**src/design/lc3_pkg.sv**
```systemverilog
// Shared types and constants of the LC-3 instruction execute unit.
package lc3_pkg;

    localparam int ADDR_BITS_DEF = 16;

    localparam logic [1:0] KIND_WRITE = 2'd0;
    localparam logic [1:0] KIND_SETPC = 2'd1;
    localparam logic [1:0] KIND_EXEC  = 2'd2;

    localparam logic [3:0] OP_BR   = 4'h0;
    localparam logic [3:0] OP_ADD  = 4'h1;
    localparam logic [3:0] OP_LD   = 4'h2;
    localparam logic [3:0] OP_ST   = 4'h3;
    localparam logic [3:0] OP_JSR  = 4'h4;
    localparam logic [3:0] OP_AND  = 4'h5;
    localparam logic [3:0] OP_LDR  = 4'h6;
    localparam logic [3:0] OP_STR  = 4'h7;
    localparam logic [3:0] OP_RTI  = 4'h8;
    localparam logic [3:0] OP_NOT  = 4'h9;
    localparam logic [3:0] OP_LDI  = 4'ha;
    localparam logic [3:0] OP_STI  = 4'hb;
    localparam logic [3:0] OP_JMP  = 4'hc;
    localparam logic [3:0] OP_RES  = 4'hd;
    localparam logic [3:0] OP_LEA  = 4'he;
    localparam logic [3:0] OP_TRAP = 4'hf;

    localparam logic [15:0] KBSR_ADDR = 16'hfe00;
    localparam logic [15:0] KBDR_ADDR = 16'hfe02;
    localparam logic [15:0] DSR_ADDR  = 16'hfe04;
    localparam logic [15:0] DDR_ADDR  = 16'hfe06;
    localparam logic [15:0] MCR_ADDR  = 16'hfffe;

    localparam logic [15:0] STATUS_READY = 16'h8000;

    localparam logic [1:0] FAULT_NONE    = 2'd0;
    localparam logic [1:0] FAULT_ILLEGAL = 2'd1;
    localparam logic [1:0] FAULT_PRIV    = 2'd2;

    localparam logic [2:0] CC_N = 3'b100;
    localparam logic [2:0] CC_Z = 3'b010;
    localparam logic [2:0] CC_P = 3'b001;

    typedef struct packed {
        logic [1:0]  kind;
        logic [15:0] address;
        logic [15:0] data_word;
        logic [7:0]  key_char;
    } req_t;

    typedef struct packed {
        logic        char_valid;
        logic [7:0]  out_char;
        logic        running;
        logic [1:0]  fault;
        logic        key_used;
        logic [15:0] pc_now;
    } rsp_t;

    // Commands from the sequencer to the datapath.
    typedef struct packed {
        logic item_load;
        logic host_wr;
        logic pc_set;
        logic fetch;
        logic ir_load;
        logic exec;
        logic ptr_rd;
        logic ptr_st;
        logic wb_bus;
        logic trap_pc;
        logic out_load;
    } ctl_t;

    // Status from the datapath to the sequencer.
    typedef struct packed {
        logic [1:0] kind;
        logic [3:0] op;
        logic       run;
    } stat_t;

endpackage

```
**src/design/lc3_controller.sv**
```systemverilog
// Sequencer that steps each item through dispatch and, for instructions, fetch, execute, memory and trap phases.
module lc3_controller (
    input  logic          clk,
    input  logic          rst_n,
    input  logic          req_valid,
    output logic          req_ready,
    output logic          rsp_valid,
    input  logic          rsp_ready,
    input  lc3_pkg::stat_t stat,
    output lc3_pkg::ctl_t  ctl
);

    localparam logic [2:0] S_IDLE = 3'd0;
    localparam logic [2:0] S_DISP = 3'd1;
    localparam logic [2:0] S_IR   = 3'd2;
    localparam logic [2:0] S_EXEC = 3'd3;
    localparam logic [2:0] S_MEM1 = 3'd4;
    localparam logic [2:0] S_MEM2 = 3'd5;
    localparam logic [2:0] S_TRAP = 3'd6;
    localparam logic [2:0] S_DONE = 3'd7;

    logic [2:0] state_reg;
    logic [2:0] state_next;
    logic       out_valid_reg;

    assign req_ready = (state_reg == S_IDLE);
    assign rsp_valid = out_valid_reg;

    always_comb
    begin
        ctl        = '0;
        state_next = state_reg;
        unique case (state_reg)
            S_IDLE:
            begin
                if (req_valid)
                begin
                    ctl.item_load = 1'b1;
                    state_next    = S_DISP;
                end
            end
            S_DISP:
            begin
                state_next = S_DONE;
                case (stat.kind)
                    lc3_pkg::KIND_WRITE: ctl.host_wr = 1'b1;
                    lc3_pkg::KIND_SETPC: ctl.pc_set = 1'b1;
                    lc3_pkg::KIND_EXEC:
                    begin
                        if (stat.run)
                        begin
                            ctl.fetch  = 1'b1;
                            state_next = S_IR;
                        end
                    end
                    default: state_next = S_DONE;
                endcase
            end
            S_IR:
            begin
                ctl.ir_load = 1'b1;
                state_next  = S_EXEC;
            end
            S_EXEC:
            begin
                ctl.exec = 1'b1;
                case (stat.op) inside
                    lc3_pkg::OP_LD, lc3_pkg::OP_LDR,
                    lc3_pkg::OP_LDI, lc3_pkg::OP_STI: state_next = S_MEM1;
                    lc3_pkg::OP_TRAP:                 state_next = S_TRAP;
                    default:                          state_next = S_DONE;
                endcase
            end
            S_MEM1:
            begin
                case (stat.op)
                    lc3_pkg::OP_LDI:
                    begin
                        ctl.ptr_rd = 1'b1;
                        state_next = S_MEM2;
                    end
                    lc3_pkg::OP_STI:
                    begin
                        ctl.ptr_st = 1'b1;
                        state_next = S_DONE;
                    end
                    default:
                    begin
                        ctl.wb_bus = 1'b1;
                        state_next = S_DONE;
                    end
                endcase
            end
            S_MEM2:
            begin
                ctl.wb_bus = 1'b1;
                state_next = S_DONE;
            end
            S_TRAP:
            begin
                ctl.trap_pc = 1'b1;
                state_next  = S_DONE;
            end
            S_DONE:
            begin
                if (!out_valid_reg || rsp_ready)
                begin
                    ctl.out_load = 1'b1;
                    state_next   = S_IDLE;
                end
            end
            default: state_next = S_IDLE;
        endcase
    end

    always_ff @(posedge clk or negedge rst_n)
    begin
        if (!rst_n)
        begin
            state_reg     <= S_IDLE;
            out_valid_reg <= 1'b0;
        end
        else
        begin
            state_reg <= state_next;
            if (ctl.out_load)
                out_valid_reg <= 1'b1;
            else if (rsp_ready)
                out_valid_reg <= 1'b0;
        end
    end

endmodule

```
**config.mk**
```make
export PLATFORM = sky130hd
export DESIGN_NAME = lc3_controller
export DESIGN_NICKNAME = d
export VERILOG_FILES = /design/src/design/lc3_pkg.sv /design/src/design/lc3_controller.sv
export SDC_FILE = /design/constraint.sdc
export NUM_CORES = 1
export LEC_CHECK = 0
export BUFFER_PORTS_ARGS = -buffer_cell sky130_fd_sc_hd__buf_2
export CAP_MARGIN = 20
export CELL_PAD_IN_SITES_DETAIL_PLACEMENT = 0
export CELL_PAD_IN_SITES_GLOBAL_PLACEMENT = 1
export CORE_AREA = 2 2 40 42
export DETAILED_ROUTE_END_ITERATION = 10
export DIE_AREA = 0 0 42 44
export PLACE_DENSITY = 0.76
export SLEW_MARGIN = 20
export SYNTH_ARGS = -nofsm -noshare
export SYNTH_HDL_FRONTEND = slang
export SYNTH_SLANG_ARGS = --single-unit
```
**constraint.sdc**
```tcl
create_clock -name clk -period 1.9 [get_ports clk]
set_input_delay 0.19 -clock clk [delete_from_list [all_inputs] [get_ports clk]]
set_output_delay 0.19 -clock clk [all_outputs]
set_load 0.05 [all_outputs]
```
==> out/results.ini <==
[critical_path]
rrSetupSlack_ns=0.57
worstRegToRegCells=3
regToRegEndpoint=state_reg[0]
critical_path_class=reg2out
crit_fanout=11
cp.required_ns=1.71
startpoint_type=register
end_kind=output pin
rr_startpoint=state_reg[2]
critPathArrivalTime_ns=1.62

[clock_tree]
cts_max_level=1
clk_path_buf_depth=2
cts_sinks=4
cts_made_buffers=3
cts_resized=0
cts_tree=built
post_cts_buffers=0
postCtsHoldBufs=1
clk_latency_ns=0.24
cts_root_buf=clkbuf_4
clkTransAtPathRegs_ns=0.03

[synthesis]
synth_warnings=0
syn_nets=56
syn_inst=45
synth_ff_type=dfrtp_1
synth_commonest_cells=5 x a21oi_1, 4 x dfrtp_1, 4 x nor2_1
synth_edf_count=0
synth-seq-cells=4
synth_area_leader_cell=dfrtp_1
synth_area_um2=380
avgSynthCellArea_um2=8.45
synth_area_leaders=dfrtp_1 26%, a21oi_1 6.6%, buf_4 5.9%, a32oi_2 4.3%, nand3b_1 3.9%
synth_most_common_cell=a21oi_1
synth_top_area_share_pct=26.3
async_flop_share_pct=100
ys_types=25
yosysSeqAreaShare_pct=26.3

[sta]
period_share_pct=95.4
grt_setup_unrepaired=no
maxSlewHeadroom_pct=77.7
tns_ns=0
finalSetupViolations=0
layout_min_cycle_time_ns=1.81
hold-worst-slack_ns=0.208
fmax_ghz=0.552
finClkSkew_ns=0.00244
fin_ws_ns=0.0869
slew_violations=0
hold_viol_final=0
worst_pin_slew_ns=0.334

[pwr]
powerDensity_nw_per_um2=1670
p_comb_share_pct=69.9
share_seq_of_total_power_pct=18.9
p_leak_nw=0.292
finalPower_uw=939
p_int_uw=414
peakVddDrop_mv=0.726
netSwitchingFraction_pct=55.9
p_switching_uw=525
power.clock.fraction_pct=11.2

[cells_and_area]
syn2layout_area_growth_pct=48.0
largest_reg_flops=3
stdcell_area_um2=563
final_util_pct=39.7
nNetsFinal=84
n_antenna_cell=0
drive_gt1_share_pct=53.5
fin_cells=87

[outcome]
outcome=finished clean

[drt]
drtIter0Drc=1
drt-pass1-iter-count=2
ant_nets=0
viasPerCell=4.80
routed_wl_um=918
drt-wirelength-per-cell_um=10.6
num_vias=418
drc=0

[global_route]
grt_max_degree=12
antenna_found_initial=0
grt_pass1_vias=360
grt-ovfl-total=0
grt_util_all_layers_pct=10.5
grt_pass1_wl_um=1410

[placed_design]
gp_congestion=0.772
post-place-cells=83
dp.final_hpwl_um=750
io_buffer_count=23
dp_slack_ns=0.352
dpl_cell_area_um2=531

[worst_hold_path]
hp-start=req_valid
worstHoldEndpoint=state_reg[0]
worstHoldPathCells=3
min_path_type=in2reg

[floorplanning]
die_x_um=42
rows=14
start_util_pct=26.8
die_h_um=44
io_pins=24
core_um2=1420
dieArea_um2=1850

[run]
drv_cap=0

final cells by class:
type                            count  area [µm²]
Sequential cell                     4         100
Multi-Input combinational cell     36         273
Timing Repair Buffer               26         140
Tap cell                           16        20.0
Inverter                            2        7.51
Fill cell                         150         856
Clock buffer                        3        22.5
cell usage in the layout (no fill, tap or decap), types with 2 or more instances in the layout:
cell type	count
nand2_1	2
buf_4	2
dfrtp_1	4
inv_1	2
nor2_1	4
nand3b_1	2
o22ai_1	2
nand2b_1	2
nor2b_1	2
a21oi_1	5
nor3b_2	2
and3_1	2
clkbuf_4	3
buf_2	23
logic make-up (layout without fill, tap and decap cells):
family | after synthesis | in the layout | synth area share, %
AOI/OAI and AO/OA | 10 | 10 | 18.7
buffers and inverters | 5 | 31 | 7.90
DFF | 4 | 4 | 26.3
and+or+nand+nor | 26 | 26 | 47.0
power groups by stage:
| stage | logic [mW] | clock network, mW | registers (mW) |
|---|---|---|---|
| floorplan | 0.540 | 0 | 0.184 |
| detailed placement | 0.661 | 0 | 0.175 |
| global route | 0.708 | 0.115 | 0.184 |
| CTS | 0.663 | 0.109 | 0.177 |
| global placement | 0.663 | 0 | 0.173 |
| finish | 0.657 | 0.105 | 0.177 |
worst max-delay path by stage:
stage / cells after the start / slack [ns] / end / start
after floorplan: 2 / 0.02 / ctl[6] / state_reg[0]
after global placement: 3 / 0.38 / ctl[8] / state_reg[2]
after detailed placement: 3 / 0.35 / ctl[8] / state_reg[2]
after CTS: 3 / 0.1 / ctl[8] / state_reg[2]
after global routing: 3 / 0.05 / ctl[8] / state_reg[2]
final: 3 / 0.09 / ctl[8] / state_reg[2]
routing by layer:
layer  share of wire, %  GRT usage, %
met4                  0          5.81
met1                 42          12.4
met5                  0             0
met3                4.6          5.00
met2                 53          15.6
worst max-delay path, cell delays in order (launching register included):
cell and delay, ns:
dfrtp_1 0.48, or3b_4 0.45, nor3b_2 0.17, buf_2 0.28
Power figures use the tool's default switching activity.
